File: src/tdpt_pkg.sv
// shared types and constants for the trial-division prime test
package tdpt_pkg;

  localparam int DEFAULT_VALUE_BITS = 32;
  // first trial divisor, also the smallest prime
  localparam int TRIAL_START = 2;

  typedef enum logic [1:0] {
    ST_IDLE,
    ST_START,
    ST_DIV,
    ST_FINISH
  } tdpt_state_t;

  typedef struct packed {
    logic load;       // capture candidate, reset divisor
    logic div_start;  // begin a division n / d
    logic div_step;   // one restoring division step
    logic d_inc;      // move to next divisor
    logic decide;     // store the pending answer
    logic res_val;    // answer to store on decide
    logic publish;    // move pending answer into output register
  } tdpt_cmd_t;

  typedef struct packed {
    logic reject;      // negative, zero or one
    logic div_done;    // all quotient bits produced
    logic bound_over;  // d > n / d, no more divisors to try
    logic rem_zero;    // n % d == 0
  } tdpt_status_t;

endpackage

File: src/tdpt_ctrl.sv
// controller: sequences the trial divisions and owns the handshakes
module tdpt_ctrl import tdpt_pkg::*; (
  input  logic         clk,
  input  logic         rst,
  input  logic         in_valid,
  output logic         in_ready,
  output logic         out_valid,
  input  logic         out_ready,
  input  tdpt_status_t status,
  output tdpt_cmd_t    cmd,
  output tdpt_state_t  state
);

  tdpt_state_t state_next;
  logic        out_valid_next;

  always_ff @(posedge clk) begin
    if (rst) begin
      state     <= ST_IDLE;
      out_valid <= 1'b0;
    end else begin
      state     <= state_next;
      out_valid <= out_valid_next;
    end
  end

  always_comb begin
    state_next = state;
    cmd        = '0;
    in_ready   = 1'b0;
    unique case (state)
      ST_IDLE: begin
        in_ready = 1'b1;
        if (in_valid) begin
          cmd.load   = 1'b1;
          state_next = ST_START;
        end
      end
      ST_START: begin
        if (status.reject) begin
          cmd.decide  = 1'b1;
          cmd.res_val = 1'b0;
          state_next  = ST_FINISH;
        end else begin
          cmd.div_start = 1'b1;
          state_next    = ST_DIV;
        end
      end
      ST_DIV: begin
        if (!status.div_done) begin
          cmd.div_step = 1'b1;
        end else if (status.bound_over) begin
          cmd.decide  = 1'b1;
          cmd.res_val = 1'b1;
          state_next  = ST_FINISH;
        end else if (status.rem_zero) begin
          cmd.decide  = 1'b1;
          cmd.res_val = 1'b0;
          state_next  = ST_FINISH;
        end else begin
          cmd.d_inc  = 1'b1;
          state_next = ST_START;
        end
      end
      ST_FINISH: begin
        // wait until the output register is free
        if (!out_valid || out_ready) begin
          cmd.publish = 1'b1;
          state_next  = ST_IDLE;
        end
      end
      default: begin
        state_next = ST_IDLE;
      end
    endcase
  end

  always_comb begin
    if (cmd.publish) begin
      out_valid_next = 1'b1;
    end else if (out_ready) begin
      out_valid_next = 1'b0;
    end else begin
      out_valid_next = out_valid;
    end
  end

endmodule

File: config.mk
export PLATFORM = sky130hd
export DESIGN_NAME = tdpt_ctrl
export DESIGN_NICKNAME = d
export VERILOG_FILES = /design/src/tdpt_pkg.sv /design/src/tdpt_ctrl.sv
export SDC_FILE = /design/constraint.sdc
export NUM_CORES = 1
export LEC_CHECK = 0
export CAP_MARGIN = 20
export CORE_AREA = 2 2 39 41
export CTS_BUF_LIST = sky130_fd_sc_hd__clkbuf_4
export CTS_CLUSTER_DIAMETER = 200
export DETAILED_ROUTE_END_ITERATION = 6
export DIE_AREA = 0 0 41 43
export DONT_BUFFER_PORTS = 1
export SYNTH_ARGS = -nofsm -noshare
export SYNTH_HDL_FRONTEND = slang
export SYNTH_SLANG_ARGS = --single-unit
File: constraint.sdc
create_clock -name clk -period 1.3 [get_ports clk]
set_clock_uncertainty 0.1 [all_clocks]
set_input_delay 0.065 -clock clk [delete_from_list [all_inputs] [get_ports clk]]
set_output_delay 0.065 -clock clk [all_outputs]
set_load 0.01 [all_outputs]
* Word-level counts from Yosys, hierarchy flattened *
Cells that the tools add are included.

storage, ports and cells
  register bits after elaboration = 3

operators by class
  reductions and logical operators = 5
  mux-type cells = 25
  equality and inequality tests = 6

operators by type and width
  operator                                       number
  two-way mux 2 bit                              9
  two-way mux 1 bit                              13
  one-hot mux 2 bit (4 select lines)             1
  != test 2 bit, second input constant           3
  == test 2 bit, second input constant           2
  one-hot mux 2 bit (2 select lines)             1
  two-way mux 3 bit                              1
  AND reduction 3 bit                            1
  == test 2 x 1 -> 1 bit, second input constant  1
  zero test 2 bit                                1
  nonzero test 2 bit                             1
  zero test 1 bit                                1
  logical OR 1 bit                               1

* Logic depth before layout (Yosys ltp) *
Gate-level depths: netlist of the first run.

  depth after elaboration = 5
  depth in mapped cells = 5
  mapped depth without buffers = 5

* Worst setup path after synthesis of the first run *
No wires, ideal clock.

  path type = register -> register
  from = register state[0]
  to = register state[0]
  required time = 1.105 ns
  buffers on the path = 0
  cell stages (with the launch flop) = 6
  arrival = 1.261 ns
  library setup time = 0.095 ns
  period minus slack after synthesis = 1.456 ns
  slack = -0.156 ns
  cells stage by stage = dfxtp_1 inv_1 ha_1 nand2b_2 o2111ai_1 a221oi_1

between the ends
  longest elaborated chain between the ends = 3
  elaborated cells on any way between the ends = 9

ends and longest elaborated chain
  item                                              line             text
  start: declaration                                tdpt_ctrl.sv:11  output tdpt_state_t state
  start signal: assignment                          tdpt_ctrl.sv:22  state <= state_next;
  == test 2 bit or zero test 2 bit (tied branches)  tdpt_ctrl.sv:31  unique case (state)
  != test 2 bit (no line)                           n/a
  AND reduction 3 bit (no line)                     n/a

Several ways; a longest one is shown, not always the timed one.
A chain may end at the register's enable or synchronous reset.

==> summary.txt, run 1 <==
Floorplanning
  • Row count: 14
  • Core Box Area: 1380 µm²
  • IO Pins: 19
  • Chip Height: 43 µm
  • Die area: 1760 µm²
  • Die width: 41 µm
  • Initial Utilization: 21.4%

Placement
  • PortBufs: 0
  • Routability cong.: 0.594
  • Post-Place Setup Slack: -31.3 ps
  • Placed wire-length estimate: 542 µm

Drt
  • ANT nets after route: 0
  • Vias: 297
  • Initial DRC Count: 6
  • Routed len/inst: 11.7 µm
  • Drt first pass iters: 3
  • DR DRC count: 0
  • Routed wire length: 725 µm
  • Post-DR vias/cell: 4.79

Yosys
  • Mapped Cells: 33
  • Seq/Total Area, Yosys: 20.3%
  • Yosys warns: 0
  • Syn_area_per_cell: 8.99 µm²
  • Post-synth top area share: 20.3%
  • Yosys top cell by area: dfxtp_1
  • Syn_nets: 45
  • Synthesized area: 297 µm²
  • Flops & latches, synth: 3
  • Top post-synthesis cells by area: dfxtp_1 20%, ha_1 17%, nand3b_4 6.8%
  • Unique masters post-synth: 22

Pwr
  • Leak: 0.224 nW
  • Pwr/cell area: 1990 nW/µm²
  • Maximum vdd drop: 0.449 mV
  • Tot Pwr: 967 µW

Critical path
  • Bufs and invs on worst path: 1
  • Reg2Reg Depth: 4
  • Crit path capture type: primary output
  • Worst r2r src: state[1]
  • R2R Path End: state[0]
  • Worst Path Required: 1130 ps
  • Max stage delay on crit path: 360 ps
  • Family with the most delay on the worst path: flip-flops
  • Critical path, cell by cell: inv_6 -> ha_4 -> o211ai_1 -> a21boi_2
  • Critical path type: reg2out
  • Slowest cell on the critical path: dfxtp_4
  • Critical Path AT: 1140 ps
  • Critical path peak fanout: 5
  • Setup crit start: state[0]
  • Worst reg2reg setup slack: 0 ps
  • Worst setup SP type: flop

STA
  • Slew headroom: 85.1%
  • Fin crit period: 1310 ps
  • Least-Margin Pin Slew: 223 ps
  • Final setup margin: -5.32 ps
  • Final setup viols: 2
  • Final Hold Viols: 0
  • Max-slew violation count: 0
  • Max Freq: 766 MHz
  • RSZ-0062 raised after global routing: true
  • Tcrit/Tclk final: 100%

Flow run
  • Max-cap violation count: 0

Global routing
  • First-pass GRT wire length: 986 µm
  • Largest net degree at the start of global routing: 7
  • Gr usage total: 8.51%
  • Initial antenna violation count: 0
  • Vias in the first global route: 271
  • Total grt overflow: 0

Clocking
  • Clock sink total: 3
  • CTS root buf: clkbuf_4
  • CTS buffer count: 3
  • Clock Latency Late Sink: 230 ps
  • CTS HTree Levels: 1
  • Clk pin slew, worst setup/hold paths: 40 ps
  • TritonCTS clock tree: built
  • CTS Buffer Depth: 2

Outcome
  • Status: finished with violations
  • Failing checks: negative setup slack

Finish
  • Fillers: 146
  • Commonest non-fill, non-tap cell in the layout: buf_4
  • Share of layout cells above drive strength 1: 63.0%
  • ANT cells: 0
  • FF/Latch Area: 67.6 µm²
  • Footprint of the multi-input gates: 272 µm²
  • Layout area overhead: 63.7%
  • Commonest cells after routing, fill and taps aside: 8 x buf_4, 4 x clkbuf_4
  • Final nets: 59

Worst hold path
  • Hold Crit Depth: 2
  • Hold worst-path end: state[1]
  • Hold_sp: status[1]
  • HP Class: in2reg
[worst reg2reg max path, stage by stage (launching register included)]
cell and delay (ps):
dfxtp_4 380, ha_2 220, nand3b_4 90, and3_4 180
a221oi_1 240
[power by group]
part / total [mW] / internal (mW) / leakage, nW / switching, mW
Clock: 0.184 / 0.136 / 0.0184 / 0.0479
Sequential: 0.202 / 0.139 / 0.0259 / 0.0634
Combinational: 0.581 / 0.320 / 0.180 / 0.261
[layer usage]
layer	track usage (%)	routed length (µm)	part of all wire [%]	up-vias
met5	0	0	0	-
met4	4.00	0	0	0
met3	5.76	61	8.4	0
met2	14.7	418	58	10
met1	6.69	244	34	144
li1	-	-	-	143
[sequential cells by signal, indices dropped and copies added, names as in the netlist]
register and cells:
state 2, out_valid 1
[worst max-delay path by stage]
stage                to  slack, ps  cells after the start
2_1_floorplan  state[0]        0.6                      5
3_3_place_gp   state[0]        -10                      5
3_5_place_dp   state[0]        -30                      5
4_1_cts          cmd[2]        -20                      4
5_1_grt          cmd[2]        -80                      4
6_report         cmd[2]         -5                      4
[cells in the mapped netlist]
master / instances
a311oi_1: 1
nand2_1: 2
nor3_1: 1
dfxtp_1: 3
nand2b_2: 1
nor3b_1: 1
o21ai_0: 1
and3_1: 1
ha_1: 4
and2_1: 1
a21boi_1: 1
nor2_1: 2
nand2b_4: 1
and3_4: 1
o211ai_1: 1
a41oi_1: 1
inv_1: 3
buf_4: 1
a221oi_1: 1
nor2b_1: 3
nand3b_4: 1
o2111ai_1: 1
[repair_timing]
action                                  4_1_cts  5_1_grt
hold buffers                                  2        0
resized for setup                             7        3
endpoints found under the setup margin        6        5
hold endpoints to repair                      3        0
pin swaps                                     3        1
buffers inserted                              0        2
[kinds of logic after synthesis]
family                     count (synthesis)  share of synthesized area (%)
buffers and inverters                      4                           6.33
and+or+nand+nor                           15                           38.0
adders and majority gates                  4                           16.9
DFF                                        3                           20.3
AOI/OAI and AO/OA                          7                           18.6
[through the flow]
stage / TNS [ps] / hold slack, ps / std cells / util (%) / cell area (µm²)
floorplan: 0 / 27.4 / 33 / - / 332
global placement: -11.1 / 30.1 / 54 / 28.1 / 389
finish: -9.07 / 13.6 / 62 / 35.1 / 485
CTS: -33.9 / 9.41 / 60 / 33.1 / 458
detailed placement: -40.1 / 30.4 / 54 / 28.1 / 389
global route: -234 / 36.0 / 62 / 35.1 / 485
[final cells by class]
class,instances,area share (%)
sequential,3,13.9
timing repair buffer,10,16.5
inverter,3,3.35
clock buffer,4,6.19
multi-input combinational,26,55.9
tap,16,4.12
No activity file was read; power rests on OpenSTA's default activity.
==> run 2: changes to the inputs <==
Settings changed: SKIP_CTS_REPAIR_TIMING set to 1.
==> run 2 against run 1 <==
Net effect:
- the run still ends with negative setup slack left
- core utilization up 0.18 points
- routed wire length is 5.7% higher
- critical endpoint unchanged
- non-clock buffer count unchanged
- highest routed layer unchanged
- largest power group unchanged
- combinational power up 2%
- first-iteration DRC count decreased by 50%
==> summary.txt, run 2 (synthesized netlist as in run 1, its figures left out) <==
STA
  • Max-slew violation count: 0 (unchanged)
  • Slew headroom: 85.1% (unchanged)
  • Fin crit period: 1310 ps (+6.17 ps)
  • Final Hold Viols: 0 (unchanged)
  • Tcrit/Tclk final: 101% (+0.47 points)
  • Final setup margin: -11.5 ps (-6.17 ps)
  • Least-Margin Pin Slew: 223 ps (unchanged)
  • Final hold slack: 13.5 ps (-0.0235 ps)
  • RSZ-0062 raised after global routing: true
  • Final setup viols: 3 (+1)
  • Max Freq: 762 MHz (-0.47%)

Floorplanning
  • Chip Height: 43 µm (unchanged)
  • Die area: 1760 µm² (unchanged)
  • Initial Utilization: 21.4% (unchanged)
  • Core Box Area: 1380 µm² (unchanged)
  • Row count: 14 (unchanged)
  • IO Pins: 19 (unchanged)
  • Die width: 41 µm (unchanged)

Pwr
  • Internal Dissipation: 603 µW (+1.4%)
  • Pwr/cell area: 2010 nW/µm² (+1.1%)
  • Maximum vdd drop: 0.451 mV (+0.59%)
  • Clock share of power: 18.9% (about the same)
  • Leak: 0.223 nW (-0.51%)
  • Combinational power share: 60.1% (about the same)
  • Flop pwr share: 20.9% (about the same)
  • Switching share of power: 38.6% (+0.17 points)
  • P_sw: 380 µW (+2.1%)

Critical path
  • Worst setup SP type: flop
  • Worst reg2reg setup slack: -10 ps (about the same)
  • R2R Path End: state[0]
  • Reg2Reg Depth: 4 (unchanged)
  • Worst r2r src: state[1]
  • Critical Path AT: 1150 ps (about the same)
  • Worst Path Required: 1130 ps (about the same)
  • Critical path peak fanout: 5 (unchanged)
  • Crit path capture type: primary output
  • Critical path type: reg2out

Placement
  • Routability cong.: 0.594 (unchanged)
  • PortBufs: 0 (unchanged)
  • Placed wire-length estimate: 542 µm (unchanged)

Drt
  • Vias: 304 (+2.4%)
  • ANT nets after route: 0 (unchanged)
  • Drt first pass iters: 3 (unchanged)
  • Post-DR vias/cell: 4.90 (+2.4%)
  • DR DRC count: 0 (unchanged)
  • Routed wire length: 766 µm (+5.7%)
  • Initial DRC Count: 3 (-3)
  • Routed len/inst: 12.4 µm (+5.7%)

Finish
  • Commonest non-fill, non-tap cell in the layout: buf_4
  • Fin util: 35.3% (+0.18 points)
  • Max reg flops: 2 (unchanged)
  • Layout area overhead: 64.6%
  • Share of layout cells above drive strength 1: 65.2% (+2.2 points)
  • Biggest registers after layout: state (2), out_valid (1)
  • Commonest cells after routing, fill and taps aside: 8 x buf_4, 4 x clkbuf_4
  • Biggest register: state
  • ANT cells: 0 (unchanged)
  • Final nets: 59 (unchanged)

Global routing
  • Total grt overflow: 0 (unchanged)
  • Largest net degree at the start of global routing: 7 (unchanged)
  • Initial antenna violation count: 0 (unchanged)
  • First-pass GRT wire length: 931 µm (-5.6%)
  • Gr usage total: 8.11% (-0.40 points)
  • Vias in the first global route: 258 (-4.8%)

Outcome
  • Status: finished with violations
  • Failing checks: negative setup slack

Clocking
  • Clock Latency Late Sink: 230 ps (about the same)
  • Clock sink total: 3 (unchanged)
  • CTS buffer count: 3 (unchanged)
  • CTS HTree Levels: 1 (unchanged)
  • TritonCTS clock tree: built
  • Clk pin slew, worst setup/hold paths: 40 ps (about the same)
  • CTS Buffer Depth: 2 (unchanged)
  • CTS root buf: clkbuf_4

Flow run
  • Max-cap violation count: 0 (unchanged)

Worst hold path
  • Hold_sp: status[1]
  • HP Class: in2reg
  • Hold Crit Depth: 2 (unchanged)
  • Hold worst-path end: state[1]
## run 2: changes by cell type in the layout (fill, tap and decap cells not counted)
cell	delta
ha_1	-1
ha_2	+1
## run 2: final cells by class
cell class	instances	area [µm²]
Timing Repair Buffer	10	80.1
Tap cell	16	20.0
Sequential cell	3	67.6
Inverter	3	16.3
Multi-Input combinational cell	26	274
Clock buffer	4	30.0
Fill cell	147	896
## run 2: metal layers
metal / vias to the layer above / track usage [%] / wire, µm
li1: 144 / - / -
met5: - / 0 / 0
met1: 150 / 6.05 / 265
met3: 0 / 5.76 / 58
met2: 10 / 14.1 / 442
met4: 0 / 4.00 / 0
## run 2: worst max path at each step
stage	startpoint	endpoint
floorplan	state[1]	state[0]
global placement	state[0]	state[0]
detailed placement	state[1]	state[0]
CTS	state[0]	cmd[2]
global route	state[1]	state[0]
finish	state[0]	cmd[2]
## run 2: per-stage QoR
stage               setup TNS, ps  std cells  instance area [µm²]  setup WS, ps  total power, mW
floorplan                       0         33                  332         0.650            0.548
detailed placement          -40.1         54                  389         -31.3            0.694
finish                      -23.9         62                  488         -11.5            0.983
global route                 -217         62                  488         -72.3             1.05
global placement            -11.1         54                  389         -11.1            0.687
CTS                          -309         58                  419          -104            0.884
## run 2: worst max-delay path, stage by stage, from the launching register on
cell and delay, ps:
dfxtp_4 370, inv_6 80, ha_4 160, o211ai_1 110, a21boi_2 200
## run 2: power by group through the flow
stage / combinational [mW] / clock (mW) / sequential (mW)
floorplan: 0.350 / 0 / 0.198
global placement: 0.496 / 0 / 0.192
detailed placement: 0.501 / 0 / 0.193
CTS: 0.506 / 0.188 / 0.191
global route: 0.646 / 0.196 / 0.212
finish: 0.591 / 0.186 / 0.206
==> run 3: changes to the inputs <==
Settings changed: CORE_AREA 2 2 39 41 to 5 5 42 44, DIE_AREA 0 0 41 43 to 0 0 47 49.
Clock period 1.3 ns to 1.5 ns, I/O delays scaled along.
==> run 3 against run 2 <==
Net effect:
- the flow now finishes without violations
- via count fell by 3.6%
- design area shrank 12%
- worst hold slack improved by 18 ps
- cell count fell by 4.8%
- count of clock-buffer cells in the layout is the same
- flip-flop and latch count did not move
- core utilization decreased by 4.6 points
- highest routed layer unchanged
==> summary.txt, run 3 (synthesized netlist as in run 1, its figures left out) <==
Outcome
  • Status: finished clean

Floorplanning
  • IO Pins: 19 (unchanged)
  • Die area: 2300 µm² (+31%)
  • Initial Utilization: 21.2% (-0.27 points)
  • Die width: 47 µm (+15%)
  • Core Box Area: 1400 µm² (+1.3%)
  • Row count: 14 (unchanged)
  • Chip Height: 49 µm (+14%)

STA
  • Max Freq: 726 MHz
  • RSZ-0062 raised after global routing: false
  • Final Hold Viols: 0 (unchanged)
  • Final setup viols: 0 (-3)
  • Least-Margin Pin Slew: 252 ps (+29.4 ps)
  • Final hold slack: 31.1 ps (+17.6 ps)
  • Slew headroom: 83.1% (-1.9 points)
  • Final setup margin: 123 ps (+134 ps)
  • Setup TNS Final: 0 ps (+23.9 ps)
  • Fin crit period: 1380 ps
  • Tcrit/Tclk final: 91.8%
  • Max-slew violation count: 0 (unchanged)

Placement
  • Post-Place Setup Slack: 49.4 ps (+80.6 ps)
  • Area after DPL: 347 µm² (-11%)
  • PortBufs: 0 (unchanged)
  • Routability cong.: 0.683 (+15%)
  • Placed wire-length estimate: 587 µm (+8.2%)

Worst hold path
  • Hold Crit Depth: 2 (unchanged)
  • HP Class: in2reg
  • Hold_sp: status[1]
  • Hold worst-path end: state[1]

Finish
  • Final nets: 56 (-5.1%)
  • Share of layout cells above drive strength 1: 48.8% (-16 points)
  • Fillers: 150 (+2.0%)
  • Biggest register: state
  • FF/Latch Area: 62.6 µm² (-7.4%)
  • Layout area overhead: 44.7%
  • Fin util: 30.6% (-4.6 points)
  • ANT cells: 0 (unchanged)
  • Biggest registers after layout: state (2), out_valid (1)
  • Max reg flops: 2 (unchanged)
  • Footprint of the multi-input gates: 248 µm² (-9.6%)
  • Commonest cells after routing, fill and taps aside: 5 x buf_4, 4 x clkbuf_4, 3 x nor2b_1
  • Commonest non-fill, non-tap cell in the layout: buf_4
  • Fin area: 429 µm² (-12%)

Global routing
  • Largest net degree at the start of global routing: 6 (-1)
  • Met3 Use GR: 5.90% (+0.14 points)
  • Initial antenna violation count: 0 (unchanged)
  • Gr usage total: 7.17% (-0.94 points)
  • Routing usage on met1: 6.55% (+0.50 points)
  • GRT met2 Usage: 11.3% (-2.8 points)
  • Grt peak-use layer: met2
  • First-pass GRT wire length: 1.17 mm (+26%)
  • Total grt overflow: 0 (unchanged)
  • Vias in the first global route: 299 (+16%)

Drt
  • Vias: 293 (-3.6%)
  • Routed wire length: 752 µm (-1.8%)
  • Drt first pass iters: 2 (-1)
  • ANT nets after route: 0 (unchanged)
  • Post-DR vias/cell: 4.97 (+1.3%)
  • Routed len/inst: 12.7 µm (+3.2%)
  • DR DRC count: 0 (unchanged)
  • Initial DRC Count: 5 (+2)

Critical path
  • Reg2Reg Depth: 5 (+1)
  • Worst Path Required: 1320 ps (+190 ps)
  • Critical Path AT: 1200 ps (+50 ps)
  • Worst setup SP type: flop
  • Worst reg2reg setup slack: 130 ps (+140 ps)
  • R2R Path End: state[0]
  • Critical path type: reg2out
  • Worst r2r src: state[0]
  • Critical path peak fanout: 5 (unchanged)
  • Crit path capture type: primary output

Clocking
  • Clk pin slew, worst setup/hold paths: 40 ps (about the same)
  • CTS HTree Levels: 1 (unchanged)
  • Clock Latency Late Sink: 230 ps (about the same)
  • TritonCTS clock tree: built
  • CTS root buf: clkbuf_4
  • CTS Buffer Depth: 2 (unchanged)
  • Clock sink total: 3 (unchanged)
  • CTS buffer count: 3 (unchanged)

Pwr
  • Leak: 0.205 nW (-8.1%)
  • Maximum vdd drop: 0.363 mV (-19%)
  • Pwr/cell area: 1750 nW/µm² (-13%)

Flow run
  • Max-cap violation count: 0 (unchanged)
run 3: worst max-delay path, cell delays in order (launching register included):
cell and delay, ps:
dfxtp_2 380, inv_1 80, ha_2 310, a21boi_2 200
run 3: where the power goes:
group	leakage (nW)	switching (mW)	internal, mW
logic	0.161	0.218	0.222
clock network	0.0184	0.0436	0.118
registers	0.0253	0.0390	0.112
total	0.205	0.301	0.451
run 3: how the worst max path moves through the flow:
stage / startpoint / endpoint / slack [ps]
2_1_floorplan: state[0] / state[0] / 40
3_3_place_gp: state[0] / state[0] / 60
3_5_place_dp: state[0] / state[0] / 50
4_1_cts: state[0] / cmd[2] / -100
5_1_grt: state[0] / state[0] / 9
6_report: state[1] / cmd[2] / 120
run 3: area by class of cell:
class	instances	share of cell area (%)
clock buffers	4	7.00
inverters	3	2.62
multi-input cells	26	57.7
flip-flops and latches	3	14.6
well taps	16	4.66
repair buffers	7	13.4
run 3: metal layers:
metal	routed length [µm]	part of all wire, %
met3	90	12
met4	0	0
met1	259	34
met2	402	53
met5	0	0
run 3: metrics by stage:
step	std cells	total power [mW]
2_1_floorplan	33	0.403
3_3_place_gp	53	0.531
3_5_place_dp	53	0.534
4_1_cts	57	0.705
5_1_grt	59	0.823
6_report	59	0.752
